`src/rtl/core/tcw_pkg.sv`:
```
package tcw_pkg;

    // Screen geometry.
    localparam int COLUMNS  = 80;
    localparam int ROWS     = 25;
    localparam int CELLS    = ROWS * COLUMNS;
    localparam int CELL_AW  = $clog2(CELLS);

    // Field widths.
    localparam int COL_W    = 7;
    localparam int ROW_W    = 5;
    localparam int CHAR_W   = 8;
    localparam int ATTR_W   = 8;
    localparam int COLOR_W  = 4;
    localparam int CELL_W   = CHAR_W + ATTR_W;
    localparam int CFG_IDX_W = 1;

    // Tab stops.
    localparam int TAB_STOP = 8;
    localparam int TAB_W    = $clog2(TAB_STOP);

    // Control characters.
    localparam logic [CHAR_W-1:0] CH_BS  = 8'd8;
    localparam logic [CHAR_W-1:0] CH_TAB = 8'd9;
    localparam logic [CHAR_W-1:0] CH_LF  = 8'd10;
    localparam logic [CHAR_W-1:0] CH_CR  = 8'd13;

    // Operations.
    localparam logic OP_PUT  = 1'b0;
    localparam logic OP_READ = 1'b1;

    // Configuration register indexes.
    localparam logic [CFG_IDX_W-1:0] CFG_FG = 1'b0;
    localparam logic [CFG_IDX_W-1:0] CFG_BG = 1'b1;

    // Reset attribute colors.
    localparam logic [COLOR_W-1:0] FG_RESET = 4'd7;
    localparam logic [COLOR_W-1:0] BG_RESET = 4'd0;

    typedef struct packed {
        logic load_item;
        logic exec;
        logic clr_step;
        logic out_load;
    } t_ctl_cmd;

    typedef struct packed {
        logic will_scroll;
        logic clr_last;
        logic out_free;
    } t_ctl_sts;

endpackage

```
`src/rtl/core/tcw_controller.sv`:
```
module tcw_controller import tcw_pkg::*; (
    input  logic     i_clk,
    input  logic     i_rst_n,
    input  logic     i_in_valid,
    output logic     o_in_ready,
    input  t_ctl_sts i_sts,
    output t_ctl_cmd o_cmd
);

    localparam logic [2:0] S_CLEAR  = 3'd0;
    localparam logic [2:0] S_IDLE   = 3'd1;
    localparam logic [2:0] S_EXEC   = 3'd2;
    localparam logic [2:0] S_SCROLL = 3'd3;
    localparam logic [2:0] S_DONE   = 3'd4;

    logic [2:0] r_state;
    logic [2:0] n_state;

    always_ff @(posedge i_clk) begin
        if (!i_rst_n) begin
            r_state <= S_CLEAR;
        end else begin
            r_state <= n_state;
        end
    end

    always_comb begin
        n_state = r_state;
        o_cmd   = '0;
        unique case (r_state)
            S_CLEAR: begin
                o_cmd.clr_step = 1'b1;
                if (i_sts.clr_last) begin
                    n_state = S_IDLE;
                end
            end
            S_IDLE: begin
                if (i_in_valid) begin
                    o_cmd.load_item = 1'b1;
                    n_state         = S_EXEC;
                end
            end
            S_EXEC: begin
                o_cmd.exec = 1'b1;
                n_state    = i_sts.will_scroll ? S_SCROLL : S_DONE;
            end
            S_SCROLL: begin
                o_cmd.clr_step = 1'b1;
                if (i_sts.clr_last) begin
                    n_state = S_DONE;
                end
            end
            S_DONE: begin
                if (i_sts.out_free) begin
                    o_cmd.out_load = 1'b1;
                    n_state        = S_IDLE;
                end
            end
            default: begin
                n_state = S_IDLE;
            end
        endcase
    end

    assign o_in_ready = (r_state == S_IDLE);

endmodule

```
`config.mk`:
```
export PLATFORM = sky130hd
export DESIGN_NAME = tcw_controller
export DESIGN_NICKNAME = d
export VERILOG_FILES = /design/src/rtl/core/tcw_pkg.sv /design/src/rtl/core/tcw_controller.sv
export SDC_FILE = /design/constraint.sdc
export NUM_CORES = 1
export LEC_CHECK = 0
export ABC_CLOCK_PERIOD_IN_PS = 2500
export BUFFER_PORTS_ARGS = -buffer_cell sky130_fd_sc_hd__buf_2
export CORE_AREA = 2 2 39 41
export CTS_CLUSTER_DIAMETER = 120
export CTS_CLUSTER_SIZE = 25
export DETAILED_ROUTE_END_ITERATION = 8
export DIE_AREA = 0 0 41 43
export HOLD_SLACK_MARGIN = 0.08
export PLACE_DENSITY = 0.45
export SYNTH_ARGS = -nofsm -noshare
export SYNTH_HDL_FRONTEND = slang
export SYNTH_SLANG_ARGS = --single-unit
```
`constraint.sdc`:
```
create_clock -name i_clk -period 2.5 [get_ports i_clk]
set_clock_uncertainty 0.2 [all_clocks]
set_input_delay 0.5 -clock i_clk [delete_from_list [all_inputs] [get_ports i_clk]]
set_output_delay 0.5 -clock i_clk [all_outputs]
set_load 0.01 [all_outputs]
```
======== Word level (Yosys, flattened, before mapping) ========
Index checks and enable logic that the tools add are counted.
word-level totals
  ROM bits ................................ 0
  memories ................................ 0
  memory bits (writable) .................. 0
  logic and storage cells ................. 24
  input port bits ......................... 6
  output and inout bits ................... 5
  register bits after elaboration ......... 3
  latch bits .............................. 0
operators by class
  equality and inequality tests ........... 8
  div/mod/pow operators ................... 0
  reductions and logical operators ........ 3
  bitwise logic cells ..................... 0
  $lt $le $gt $ge ......................... 0
  multiply operators ...................... 0
  shift-type cells ........................ 0
  add/subtract/negate cells ............... 0
  multiplexer cells ....................... 12
operators by type and width
  operator            number
  $mux 3              5
  $pmux 3 s5          1
  $ne 2x2->1 const B  4
  $eq 3x2->1 const B  2
  $mux 1              6
  $reduce_and 4->1    1
  $eq 3x1->1 const B  1
  $eq 3x3->1 const B  1
  $logic_not 3->1     1
  $reduce_or 2->1     1

======== Depth between registers and ports, before layout ========
Gate-level depths: netlist (run 1).
  word-level depth ........................ 3
  depth in mapped cells ................... 5
  gate-level depth less buffers ........... 4

======== Least setup slack after synthesis (run 1) ========
OpenSTA, ideal clock, no wires.
  kind .................................... reg-to-output
  from .................................... register r_state[0]
  to ...................................... output o_cmd[3] in the netlist's numbering
  path buffers ............................ 1
  data required time ...................... 1800 ps
  stages on the path, launching flop included .. 4
  slack ................................... 792 ps
  data arrival time ....................... 1008 ps
  cell sequence ........................... dfxtp_1 > clkbuf_4 > nor3b_2 > and2_1
RTL lines
  item                    RTL line              source
  from (decl)             tcw_controller.sv:16  logic [2:0] r_state;
  from (signal assigned)  tcw_controller.sv:23  r_state <= n_state;
  to (decl)               tcw_controller.sv:7   output t_ctl_cmd o_cmd

==> tab_implementation.tex, run 1 <==
\begin{tabular}{lr}
\hline
Metric & Value \\
\hline
\multicolumn{2}{l}{\textbf{Floorplan}} \\
\quad Total Die Area & 0.001763 mm² \\
\quad Die H & 43 µm \\
\quad Num ports & 11 \\
\quad Number of placement rows & 14 \\
\quad Die extent in x & 41 µm \\
\quad Initial Util & 0.1835 \\
\quad Area of the core & 0.001384 mm² \\
\multicolumn{2}{l}{\textbf{STA}} \\
\quad Tightest slew margin relative to the limit & 0.7115 \\
\quad Final Max Slew Viols & 0 \\
\quad Final TNS setup & 0 ns \\
\quad Pin slew with the least headroom to its limit & 0.4321 ns \\
\quad Final number of hold-violating endpoints & 0 \\
\quad Final WS setup & 0.4975 ns \\
\quad Period utilization & 0.8010 \\
\quad Min cycle time layout & 2.003 ns \\
\quad Peak clock frequency supported by timing & $\sim$500 MHz \\
\quad Setup repair after global routing missed its margin & false \\
\quad Final setup violation count & 0 \\
\multicolumn{2}{l}{\textbf{Final layout}} \\
\quad Top Registers & r\_state: 3 flops \\
\quad Register with the highest flop count & r\_state \\
\quad Fraction of layout instances using a drive strength above 1 & 0.3902 \\
\quad Antenna diodes & 0 \\
\quad Final Non-Filler Cells & 57 \\
\quad Number of flip-flops in the largest register & 3 \\
\quad Area growth syn-to-layout & 28.57\% \\
\quad Layout net count & 48 \\
\multicolumn{2}{l}{\textbf{Yosys}} \\
\quad Number of distinct library cells after synthesis & 20 \\
\quad Post-Syn Area & approximately 250 µm² \\
\quad Warnings, synthesis & 0 \\
\quad Synthesized netlist cell count & 30 \\
\quad Sequential element share of the synthesized area & 0.2365 \\
\quad Syn Nets & 36 \\
\quad FF+latch count, synth & 3 \\
\quad Post-synthesis average cell area & 8.466 µm² \\
\multicolumn{2}{l}{\textbf{Pwr}} \\
\quad Comb power frac & 0.408 \\
\quad Internal power contribution & $\sim$0.00019 W \\
\quad Sequential power share & 0.326 \\
\quad P\_sw & 0.0001164 W \\
\quad Leakage power summed over all cells & around 0.15 nW \\
\quad Power density relative to cell area & 936.2 mW/mm² \\
\quad VDD IR-drop max & 0.0001832 V \\
\quad Clock power frac & 0.267 \\
\quad Net switching share of the total power & 0.3807 \\
\multicolumn{2}{l}{\textbf{Clock network}} \\
\quad Clk Tree Root Cell & sky130\_fd\_sc\_hd\_\_clkbuf\_4 \\
\quad H-tree lvl count & 1 \\
\quad Clock input transition at the sequential cells of the worst setup and hold paths & 0.03 ns \\
\quad Clock tree from TritonCTS & yes \\
\quad Max Root-Sink Buffers & 2 \\
\quad Number of post-CTS setup repair buffers & 0 \\
\quad Hold Buf Count CTS & 0 \\
\quad Number of gates given a new drive strength after cts & 0 \\
\quad Later-pin clock latency in the skew report & about 0.23 ns \\
\quad Number of CTS-inserted buffers & 3 \\
\quad Sinks on the clock net & 3 \\
\multicolumn{2}{l}{\textbf{Route}} \\
\quad Initial drt markers & 3 \\
\quad Wire length per cell & 8.719 µm \\
\quad Post-route DRC violation count & 0 \\
\quad Antenna-violating nets left & 0 \\
\quad Detail-routed via count per cell & between 4 and 5 \\
\quad Total via count in the routed design & between 200 and 250 \\
\quad Routed wire length & between 400 and 500 µm \\
\quad Pre-antenna DRT Iters & 2 \\
\multicolumn{2}{l}{\textbf{Worst setup path}} \\
\quad Data arrival time at the worst-slack endpoint & 1.30 ns \\
\quad Required time reported for the critical path endpoint & between 1.5 and 2 ns \\
\quad Buf/Inv on CP & 1 \\
\quad Capturing element type of the critical path & primary output \\
\quad Critical-path cell with the highest stage delay & sky130\_fd\_sc\_hd\_\_dfxtp\_1 \\
\quad Critical path's top delay family & flip-flops \\
\quad Highest fanout seen on the critical path & 13 \\
\quad Sort of element at the start of the critical path & flip-flop \\
\quad Largest stage delay on the critical path & 0.57 ns \\
\quad Critical path type & flip-flop to primary output \\
\quad Cell chain of the critical path & nor3b\_2, and2\_1, buf\_2 \\
\multicolumn{2}{l}{\textbf{Job}} \\
\quad \# Max-Cap Violations & 0 \\
\multicolumn{2}{l}{\textbf{Global routing}} \\
\quad First-pass GRT wire length & 745 µm \\
\quad Maximum number of pins on one net before global-route repair & 14 \\
\quad Total global-route track usage & 0.06118 \\
\quad Number of antenna violations at the first check in global routing & 0 \\
\quad Number of global-route vias before repair & 205 \\
\quad Congestion Overflow GR & 0 \\
\multicolumn{2}{l}{\textbf{Placed design}} \\
\quad Count of placed standard cells including taps & between 50 and 60 \\
\quad Buffers on Ports & 10 \\
\quad Pre-CTS setup slack & 0.7416 ns \\
\quad Placer Congestion & 0.5763 \\
\quad Detail Placement HPWL & 383 µm \\
\multicolumn{2}{l}{\textbf{Min path}} \\
\quad Kind of path behind the tightest hold check & input pin to flip-flop \\
\multicolumn{2}{l}{\textbf{Outcome}} \\
\quad Status & completed \\
\hline
\end{tabular}
-- through the flow --
stage                     total power [W]  hold slack (ns)  cell area (µm²)    util
after floorplan                 0.0001969           0.3196            254.0       -
after global placement          0.0002257           0.4375            300.3  0.2170
after detailed placement        0.0002267           0.4381            300.3  0.2170
after CTS                       0.0003107           0.3298            326.6  0.2360
after global routing            0.0003375           0.3527            326.6  0.2360
final                           0.0003057           0.3278            326.6  0.2360
-- cell usage after synthesis, drive strengths merged --
master | n | area (µm²)
a2111oi | 1 | 15.01
o21a | 1 | 7.510
buf | 2 | 16.26
nor3b | 4 | 40.03
and2 | 1 | 6.260
nor3 | 1 | 5.000
nor2 | 3 | 11.26
dfxtp | 3 | 60.06
xor2 | 1 | 8.760
mux2i | 1 | 10.01
nor2b | 1 | 6.260
o21ai | 1 | 5.000
nor4bb | 2 | 20.02
nor4b | 1 | 8.760
nand2 | 2 | 7.510
a21oi | 3 | 15.01
inv | 1 | 3.750
clkbuf | 1 | 7.510
-- cells in the final DEF (no fill, tap or decap), drive strengths merged --
cell type / n
buf: 10
clkbuf: 4
nor3b: 4
nor2: 3
a21oi: 3
dfxtp: 3
nor4bb: 2
nand2: 2
and2: 1
xor2: 1
nor4b: 1
o21a: 1
inv: 1
o21ai: 1
nor2b: 1
a2111oi: 1
nor3: 1
mux2i: 1
-- power groups by stage --
stage | Clock (W) | Combinational (W) | Sequential [W]
after detailed placement | 0 | 0.000127 | 0.0000998
final | 0.0000815 | 0.000125 | 0.0000995
after global placement | 0 | 0.000126 | 0.0000993
after global routing | 0.0000861 | 0.000147 | 0.000105
after CTS | 0.0000841 | 0.000127 | 0.0000994
after floorplan | 0 | 0.000127 | 0.0000695
-- final timing paths --
kind                                 start          to  slack [ns]  cells after the start
worst min-delay path               i_rst_n  r_state[2]        0.33                      2
worst max-delay path            r_state[0]    o_cmd[3]        0.50                      3
worst max register to register  r_state[0]  r_state[0]        0.92                      4
worst min register to register  r_state[2]  r_state[1]        0.44                      1
-- final cells by class --
type / count / area, µm²
inverter: 1 / 3.754
fill: 162 / 1057
sequential: 3 / 60.06
clock buffer: 4 / 26.28
tap: 16 / 20.02
multi-input combinational: 23 / 166.4
timing repair buffer: 10 / 50.05
-- cell families (layout without fill, tap and decap cells) --
group                  after synthesis  count (layout)  synth area share
buffers and inverters                4              15            0.1083
multiplexers                         1               1           0.03941
XOR/XNOR                             1               1           0.03449
AND/OR/NAND/NOR                     15              15            0.4138
AO/OA/AOI/OAI                        6               6            0.1674
flip-flops                           3               3            0.2365
-- metal layers --
metal / global-route usage / up-vias / part of all wire
li1: - / 128 / -
met1: 0.07372 / 106 / 0.50
met2: 0.09063 / 9 / 0.42
met3: 0.01571 / 0 / 0.076
met4: 0.04000 / 0 / 0
met5: 0 / - / 0
(Power assumes the default switching activity.)
==> run 2: changes to the inputs <==
ABC_CLOCK_PERIOD_IN_PS = 1960   (was 2500)
clock period = 1.96 ns   (was 2.5 ns; I/O delays follow)
==> tab_implementation.tex, run 2 (synthesis gave the netlist of run 1 again) <==
\begin{tabular}{lr}
\hline
Metric & Value \\
\hline
\multicolumn{2}{l}{\textbf{Outcome}} \\
\quad Status & completed \\
\multicolumn{2}{l}{\textbf{Final layout}} \\
\quad Antenna diodes & 0 (unchanged) \\
\quad Top Registers & r\_state: 3 flops \\
\quad Layout net count & 48 (unchanged) \\
\quad Final Non-Filler Cells & 57 (unchanged) \\
\quad Register with the highest flop count & r\_state \\
\quad Share of the core filled with cells in the final layout & 0.2369 (+0.0009040) \\
\quad Leading cell type in the layout, fill and taps excluded & sky130\_fd\_sc\_hd\_\_buf\_2 \\
\quad Most frequent cells in the layout & 10 x sky130\_fd\_sc\_hd\_\_buf\_2, 3 x sky130\_fd\_sc\_hd\_\_nor2\_1, 3 x sky130\_fd\_sc\_hd\_\_a21oi\_1, 3 x sky130\_fd\_sc\_hd\_\_clkbuf\_4 \\
\quad Area growth syn-to-layout & 29.06\% \\
\quad Fraction of layout instances using a drive strength above 1 & 0.4146 (+0.02439) \\
\quad Number of flip-flops in the largest register & 3 (unchanged) \\
\multicolumn{2}{l}{\textbf{Worst setup path}} \\
\quad Data arrival time at the worst-slack endpoint & 1.21 ns (-0.09 ns) \\
\quad Capturing element type of the critical path & primary output \\
\quad CP endpoint & o\_cmd[0] \\
\quad Worst setup slack for register-to-register paths & 0.48 ns (-0.44 ns) \\
\quad Critical path launch point & r\_state[2] \\
\quad Critical path type & flip-flop to primary output \\
\quad Highest fanout seen on the critical path & 10 (-3) \\
\quad Reg-to-reg critical path startpoint & r\_state[2] \\
\quad R2R cell count & 3 (-1) \\
\quad Worst flop-to-flop path endpoint & r\_state[0] \\
\quad Required time reported for the critical path endpoint & 1.37 ns (-0.43 ns) \\
\quad Sort of element at the start of the critical path & flip-flop \\
\multicolumn{2}{l}{\textbf{Min path}} \\
\quad Kind of path behind the tightest hold check & input pin to flip-flop \\
\multicolumn{2}{l}{\textbf{STA}} \\
\quad Setup repair after global routing missed its margin & false \\
\quad Final setup violation count & 0 (unchanged) \\
\quad Final TNS setup & 0 ns (unchanged) \\
\quad Min cycle time layout & 1.803 ns \\
\quad Tightest slew margin relative to the limit & 0.7474 (+0.03582) \\
\quad Final Max Slew Viols & 0 (unchanged) \\
\quad Final number of hold-violating endpoints & 0 (unchanged) \\
\quad Pin slew with the least headroom to its limit & 0.3737 ns (-0.05840 ns) \\
\quad Final WS setup & 0.1574 ns (-0.3401 ns) \\
\quad Period utilization & 0.9197 \\
\quad Peak clock frequency supported by timing & 554.8 MHz \\
\multicolumn{2}{l}{\textbf{Floorplan}} \\
\quad Number of placement rows & 14 (unchanged) \\
\quad Area of the core & 0.001384 mm² (unchanged) \\
\quad Initial Util & 0.1835 (unchanged) \\
\quad Num ports & 11 (unchanged) \\
\quad Die H & 43 µm (unchanged) \\
\quad Total Die Area & 0.001763 mm² (unchanged) \\
\quad Die extent in x & 41 µm (unchanged) \\
\multicolumn{2}{l}{\textbf{Global routing}} \\
\quad Number of global-route vias before repair & 205 (unchanged) \\
\quad Maximum number of pins on one net before global-route repair & 14 (unchanged) \\
\quad Congestion Overflow GR & 0 (unchanged) \\
\quad First-pass GRT wire length & 745 µm (unchanged) \\
\quad Number of antenna violations at the first check in global routing & 0 (unchanged) \\
\quad Total global-route track usage & 0.06118 (unchanged) \\
\multicolumn{2}{l}{\textbf{Clock network}} \\
\quad Clk Tree Root Cell & sky130\_fd\_sc\_hd\_\_clkbuf\_4 \\
\quad Number of CTS-inserted buffers & 3 (unchanged) \\
\quad Clock tree from TritonCTS & yes \\
\quad Hold Buf Count CTS & 0 (unchanged) \\
\quad H-tree lvl count & 1 (unchanged) \\
\quad Sinks on the clock net & 3 (unchanged) \\
\quad Later-pin clock latency in the skew report & 0.23 ns (about the same) \\
\quad Max Root-Sink Buffers & 2 (unchanged) \\
\quad Clock input transition at the sequential cells of the worst setup and hold paths & 0.03 ns (about the same) \\
\quad Number of post-CTS setup repair buffers & 0 (unchanged) \\
\multicolumn{2}{l}{\textbf{Route}} \\
\quad Initial drt markers & 1 (-2) \\
\quad Antenna-violating nets left & 0 (unchanged) \\
\quad Routed wire length & 496 µm (-0.20\%) \\
\quad Post-route DRC violation count & 0 (unchanged) \\
\quad Wire length per cell & 8.702 µm (-0.20\%) \\
\quad Total via count in the routed design & 240 (-1.2\%) \\
\quad Detail-routed via count per cell & 4.211 (-1.2\%) \\
\quad Pre-antenna DRT Iters & 2 (unchanged) \\
\multicolumn{2}{l}{\textbf{Pwr}} \\
\quad Internal power contribution & 0.0002439 W (+29\%) \\
\quad Net switching share of the total power & 0.3778 (-0.002829) \\
\quad Sequential power share & 0.329 (+0.003) \\
\quad Leakage power summed over all cells & 0.1455 nW (+0.19\%) \\
\quad VDD IR-drop max & 0.0002349 V (+28\%) \\
\quad Power density relative to cell area & 1196 mW/mm² (+28\%) \\
\quad P\_sw & 0.0001481 W (+27\%) \\
\quad Clock power frac & 0.265 (-0.002) \\
\quad Comb power frac & 0.406 (-0.002) \\
\multicolumn{2}{l}{\textbf{Placed design}} \\
\quad Placer Congestion & 0.5763 (unchanged) \\
\quad Count of placed standard cells including taps & 53 (unchanged) \\
\quad Pre-CTS setup slack & 0.3083 ns (-0.4334 ns) \\
\quad Buffers on Ports & 10 (unchanged) \\
\quad Detail Placement HPWL & 382.7 µm (about the same) \\
\multicolumn{2}{l}{\textbf{Job}} \\
\quad \# Max-Cap Violations & 0 (unchanged) \\
\hline
\end{tabular}
## run 2: cell counts in the layout (fill, tap and decap cells not counted)
No cell type changed its count.
## run 2: per-stage QoR
step	hold WS, ns	power [W]	cell area, µm²
after floorplan	0.3098	0.0002511	254.0
after global placement	0.4375	0.0002878	300.3
after detailed placement	0.4389	0.0002893	300.3
after CTS	0.2218	0.0003962	326.6
after global routing	0.2447	0.0004328	327.8
final	0.2198	0.0003921	327.8
## run 2: cell type report
cell class                      count  area, µm²
Fill cell                         161       1056
Multi-Input combinational cell     23      166.4
Sequential cell                     3      61.31
Timing Repair Buffer               10      50.05
Clock buffer                        4      26.28
Tap cell                           16      20.02
Inverter                            1      3.754
## run 2: worst max-delay path: stages, from the launching register on
cell                       delay [ns]
sky130_fd_sc_hd__dfxtp_1         0.52
sky130_fd_sc_hd__nor4bb_1        0.29
sky130_fd_sc_hd__buf_2           0.17
## run 2: layer usage
| layer | share of wire | track usage |
|---|---|---|
| met1 | 0.49 | 0.07372 |
| met4 | 0 | 0.04000 |
| met2 | 0.43 | 0.09063 |
| met3 | 0.077 | 0.01571 |
| met5 | 0 | 0 |
## run 2: timing repair
action,CTS,global route
endpoints found under the hold margin,0,0
resized for setup,0,1
endpoints found under the setup margin,0,1
## run 2: worst min path at each step
stage	slack [ns]	from	end	cells after the start
floorplan	0.31	i_rst_n	r_state[2]	1
global placement	0.44	r_state[0]	r_state[0]	2
detailed placement	0.44	r_state[0]	r_state[0]	2
CTS	0.22	i_rst_n	r_state[2]	2
global route	0.24	i_rst_n	r_state[2]	2
finish	0.22	i_rst_n	r_state[2]	2
## run 2: power groups by stage
stage / Sequential [W] / Combinational (W) / Clock, W
6_report: 0.000129 / 0.000159 / 0.000104
5_1_grt: 0.000136 / 0.000187 / 0.000110
4_1_cts: 0.000127 / 0.000162 / 0.000107
3_5_place_dp: 0.000127 / 0.000162 / 0
3_3_place_gp: 0.000127 / 0.000161 / 0
2_1_floorplan: 0.0000886 / 0.000162 / 0
==> run 3: changes to the inputs <==
==> constraint.sdc (replaced) <==
create_clock -name i_clk -period 1.96 [get_ports i_clk]
set_clock_uncertainty 0.2 [all_clocks]
set_input_delay 0.196 -clock i_clk [delete_from_list [all_inputs] [get_ports i_clk]]
set_output_delay 0.196 -clock i_clk [all_outputs]
set_load 0.01 [all_outputs]
==> tab_implementation.tex, run 3 (synthesis gave the netlist of run 1 again) <==
\begin{tabular}{lr}
\hline
Metric & Value \\
\hline
\multicolumn{2}{l}{\textbf{Worst setup path}} \\
\quad Data arrival time at the worst-slack endpoint & 1.30 ns (+0.09 ns) \\
\quad Highest fanout seen on the critical path & 13 (+3) \\
\quad Cell chain of the critical path & nor3b\_2, and2\_1, buf\_2 \\
\quad Largest stage delay on the critical path & 0.56 ns (+0.04 ns) \\
\quad Required time reported for the critical path endpoint & 1.56 ns (+0.19 ns) \\
\quad Sort of element at the start of the critical path & flip-flop \\
\quad Critical path type & flip-flop to primary output \\
\quad Buf/Inv on CP & 1 (unchanged) \\
\quad Critical-path cell with the highest stage delay & sky130\_fd\_sc\_hd\_\_dfxtp\_1 \\
\quad Capturing element type of the critical path & primary output \\
\quad Critical path's top delay family & flip-flops \\
\multicolumn{2}{l}{\textbf{Final layout}} \\
\quad Number of flip-flops in the largest register & 3 (unchanged) \\
\quad Antenna diodes & 0 (unchanged) \\
\quad Top Registers & r\_state: 3 flops \\
\quad Number of inserted filler cells in the final layout & 158 (-1.9\%) \\
\quad Leading cell type in the layout, fill and taps excluded & sky130\_fd\_sc\_hd\_\_buf\_2 \\
\quad Register with the highest flop count & r\_state \\
\quad Most frequent cells in the layout & 10 x sky130\_fd\_sc\_hd\_\_buf\_2, 3 x sky130\_fd\_sc\_hd\_\_nor2\_1, 3 x sky130\_fd\_sc\_hd\_\_a21oi\_1, 3 x sky130\_fd\_sc\_hd\_\_clkbuf\_4, 3 x sky130\_fd\_sc\_hd\_\_dfxtp\_1 \\
\quad Layout net count & 50 (+4.2\%) \\
\quad Final Non-Filler Cells & 59 (+3.5\%) \\
\quad Area growth syn-to-layout & 35.47\% \\
\quad Fraction of layout instances using a drive strength above 1 & 0.3953 (-0.01929) \\
\multicolumn{2}{l}{\textbf{Min path}} \\
\quad Kind of path behind the tightest hold check & input pin to flip-flop \\
\multicolumn{2}{l}{\textbf{Clock network}} \\
\quad Clock tree from TritonCTS & yes \\
\quad Number of gates given a new drive strength after cts & 0 (unchanged) \\
\quad H-tree lvl count & 1 (unchanged) \\
\quad Number of CTS-inserted buffers & 3 (unchanged) \\
\quad Later-pin clock latency in the skew report & 0.23 ns (about the same) \\
\quad Clk Tree Root Cell & sky130\_fd\_sc\_hd\_\_clkbuf\_4 \\
\quad Clock input transition at the sequential cells of the worst setup and hold paths & 0.04 ns (about the same) \\
\quad Max Root-Sink Buffers & 2 (unchanged) \\
\quad Sinks on the clock net & 3 (unchanged) \\
\quad Number of post-CTS setup repair buffers & 0 (unchanged) \\
\multicolumn{2}{l}{\textbf{Floorplan}} \\
\quad Total Die Area & 0.001763 mm² (unchanged) \\
\quad Die extent in x & 41 µm (unchanged) \\
\quad Die H & 43 µm (unchanged) \\
\quad Num ports & 11 (unchanged) \\
\quad Area of the core & 0.001384 mm² (unchanged) \\
\quad Initial Util & 0.1835 (unchanged) \\
\quad Number of placement rows & 14 (unchanged) \\
\multicolumn{2}{l}{\textbf{STA}} \\
\quad Final Max Slew Viols & 0 (unchanged) \\
\quad Min cycle time layout & 1.694 ns (-0.1087 ns) \\
\quad Period utilization & 0.8643 (-0.05544) \\
\quad Peak clock frequency supported by timing & 590.3 MHz (+6.4\%) \\
\quad Final number of hold-violating endpoints & 0 (unchanged) \\
\quad Setup repair after global routing missed its margin & false \\
\quad Pin slew with the least headroom to its limit & 0.4553 ns (+0.08160 ns) \\
\quad Final setup violation count & 0 (unchanged) \\
\quad Final TNS setup & 0 ns (unchanged) \\
\quad Tightest slew margin relative to the limit & 0.6922 (-0.05517) \\
\multicolumn{2}{l}{\textbf{Global routing}} \\
\quad Congestion Overflow GR & 0 (unchanged) \\
\quad Total global-route track usage & 0.07222 (+0.01103) \\
\quad Number of global-route vias before repair & 183 (-11\%) \\
\quad Maximum number of pins on one net before global-route repair & 14 (unchanged) \\
\quad First-pass GRT wire length & 793 µm (+6.4\%) \\
\quad Number of antenna violations at the first check in global routing & 0 (unchanged) \\
\multicolumn{2}{l}{\textbf{Job}} \\
\quad \# Max-Cap Violations & 0 (unchanged) \\
\multicolumn{2}{l}{\textbf{Pwr}} \\
\quad VDD IR-drop max & 0.0002566 V (+9.2\%) \\
\quad Leakage power summed over all cells & 0.1549 nW (+6.4\%) \\
\quad Overall power of the completed layout & 0.0003959 W (+0.97\%) \\
\quad Power density relative to cell area & 1151 mW/mm² (-3.8\%) \\
\multicolumn{2}{l}{\textbf{Route}} \\
\quad Pre-antenna DRT Iters & 2 (unchanged) \\
\quad Detail-routed via count per cell & 4.373 (+3.9\%) \\
\quad Wire length per cell & 8.898 µm (+2.3\%) \\
\quad Routed wire length & 525 µm (+5.8\%) \\
\quad Post-route DRC violation count & 0 (unchanged) \\
\quad Initial drt markers & 3 (+2) \\
\quad Antenna-violating nets left & 0 (unchanged) \\
\quad Total via count in the routed design & 258 (+7.5\%) \\
\multicolumn{2}{l}{\textbf{Placed design}} \\
\quad Detail Placement HPWL & 404.4 µm (+5.7\%) \\
\quad Buffers on Ports & 10 (unchanged) \\
\quad Count of placed standard cells including taps & 54 (+1.9\%) \\
\quad Placer Congestion & 0.6427 (+12\%) \\
\multicolumn{2}{l}{\textbf{Outcome}} \\
\quad Status & completed \\
\hline
\end{tabular}
-- run 3: cell types whose count changed in the layout (fill, tap and decap cells not counted), sizes merged --
cell         before  now
buf              10   11
dlygate4sd3       0    1
-- run 3: cell type report --
cell class / instances / area (µm²) / share of cell area
Tap cell: 16 / 20.02 / 0.05818
Clock buffer: 4 / 26.28 / 0.07636
Sequential cell: 3 / 60.06 / 0.1745
Inverter: 1 / 3.754 / 0.01091
Multi-Input combinational cell: 23 / 166.4 / 0.4836
Timing Repair Buffer: 12 / 67.56 / 0.1964
-- run 3: final timing paths --
check,startpoint,end,slack [ns],depth (start not counted)
max,r_state[0],o_cmd[3],0.27,3
min,i_sts[0],r_state[2],0.12,3
max reg2reg,r_state[0],r_state[0],0.40,4
min reg2reg,r_state[0],r_state[0],0.44,2
-- run 3: metrics by stage --
step,hold slack (ns),utilization,setup WS (ns),instance area (µm²)
6_report,0.1153,0.2486,0.2661,344.1
5_1_grt,0.1238,0.2486,0.1461,344.1
4_1_cts,0.1063,0.2486,0.2489,344.1
3_5_place_dp,0.2570,0.2224,0.4038,307.8
3_3_place_gp,0.2551,0.2224,0.3964,307.8
2_1_floorplan,0.1138,-,0.5561,254.0
-- run 3: worst reg2reg max path, cell delays in order (launching register included) --
cell and delay (ns):
sky130_fd_sc_hd__dfxtp_1 0.56, sky130_fd_sc_hd__nor2b_1 0.11, sky130_fd_sc_hd__a2111oi_2 0.34, sky130_fd_sc_hd__nor3_1 0.10, sky130_fd_sc_hd__mux2i_1 0.14
-- run 3: repair_timing --
item | 4_1_cts | 5_1_grt
setup endpoints to repair | 0 | 0
hold buffers | 1 | 0
endpoints found under the hold margin | 3 | 0
-- run 3: power by group --
group          leakage, nW  switching, W  internal (W)
Sequential          0.0246     0.0000469     0.0000769
Clock               0.0150     0.0000300     0.0000762
Combinational        0.115     0.0000743     0.0000917
-- run 3: layer usage --
| layer | track usage | vias up | wire length (µm) |
|---|---|---|---|
| li1 | - | 133 | - |
| met1 | 0.07372 | 114 | 246 |
| met4 | 0.06000 | 0 | 0 |
| met3 | 0.04712 | 0 | 53 |
| met2 | 0.09688 | 11 | 225 |
| met5 | 0 | - | 0 |
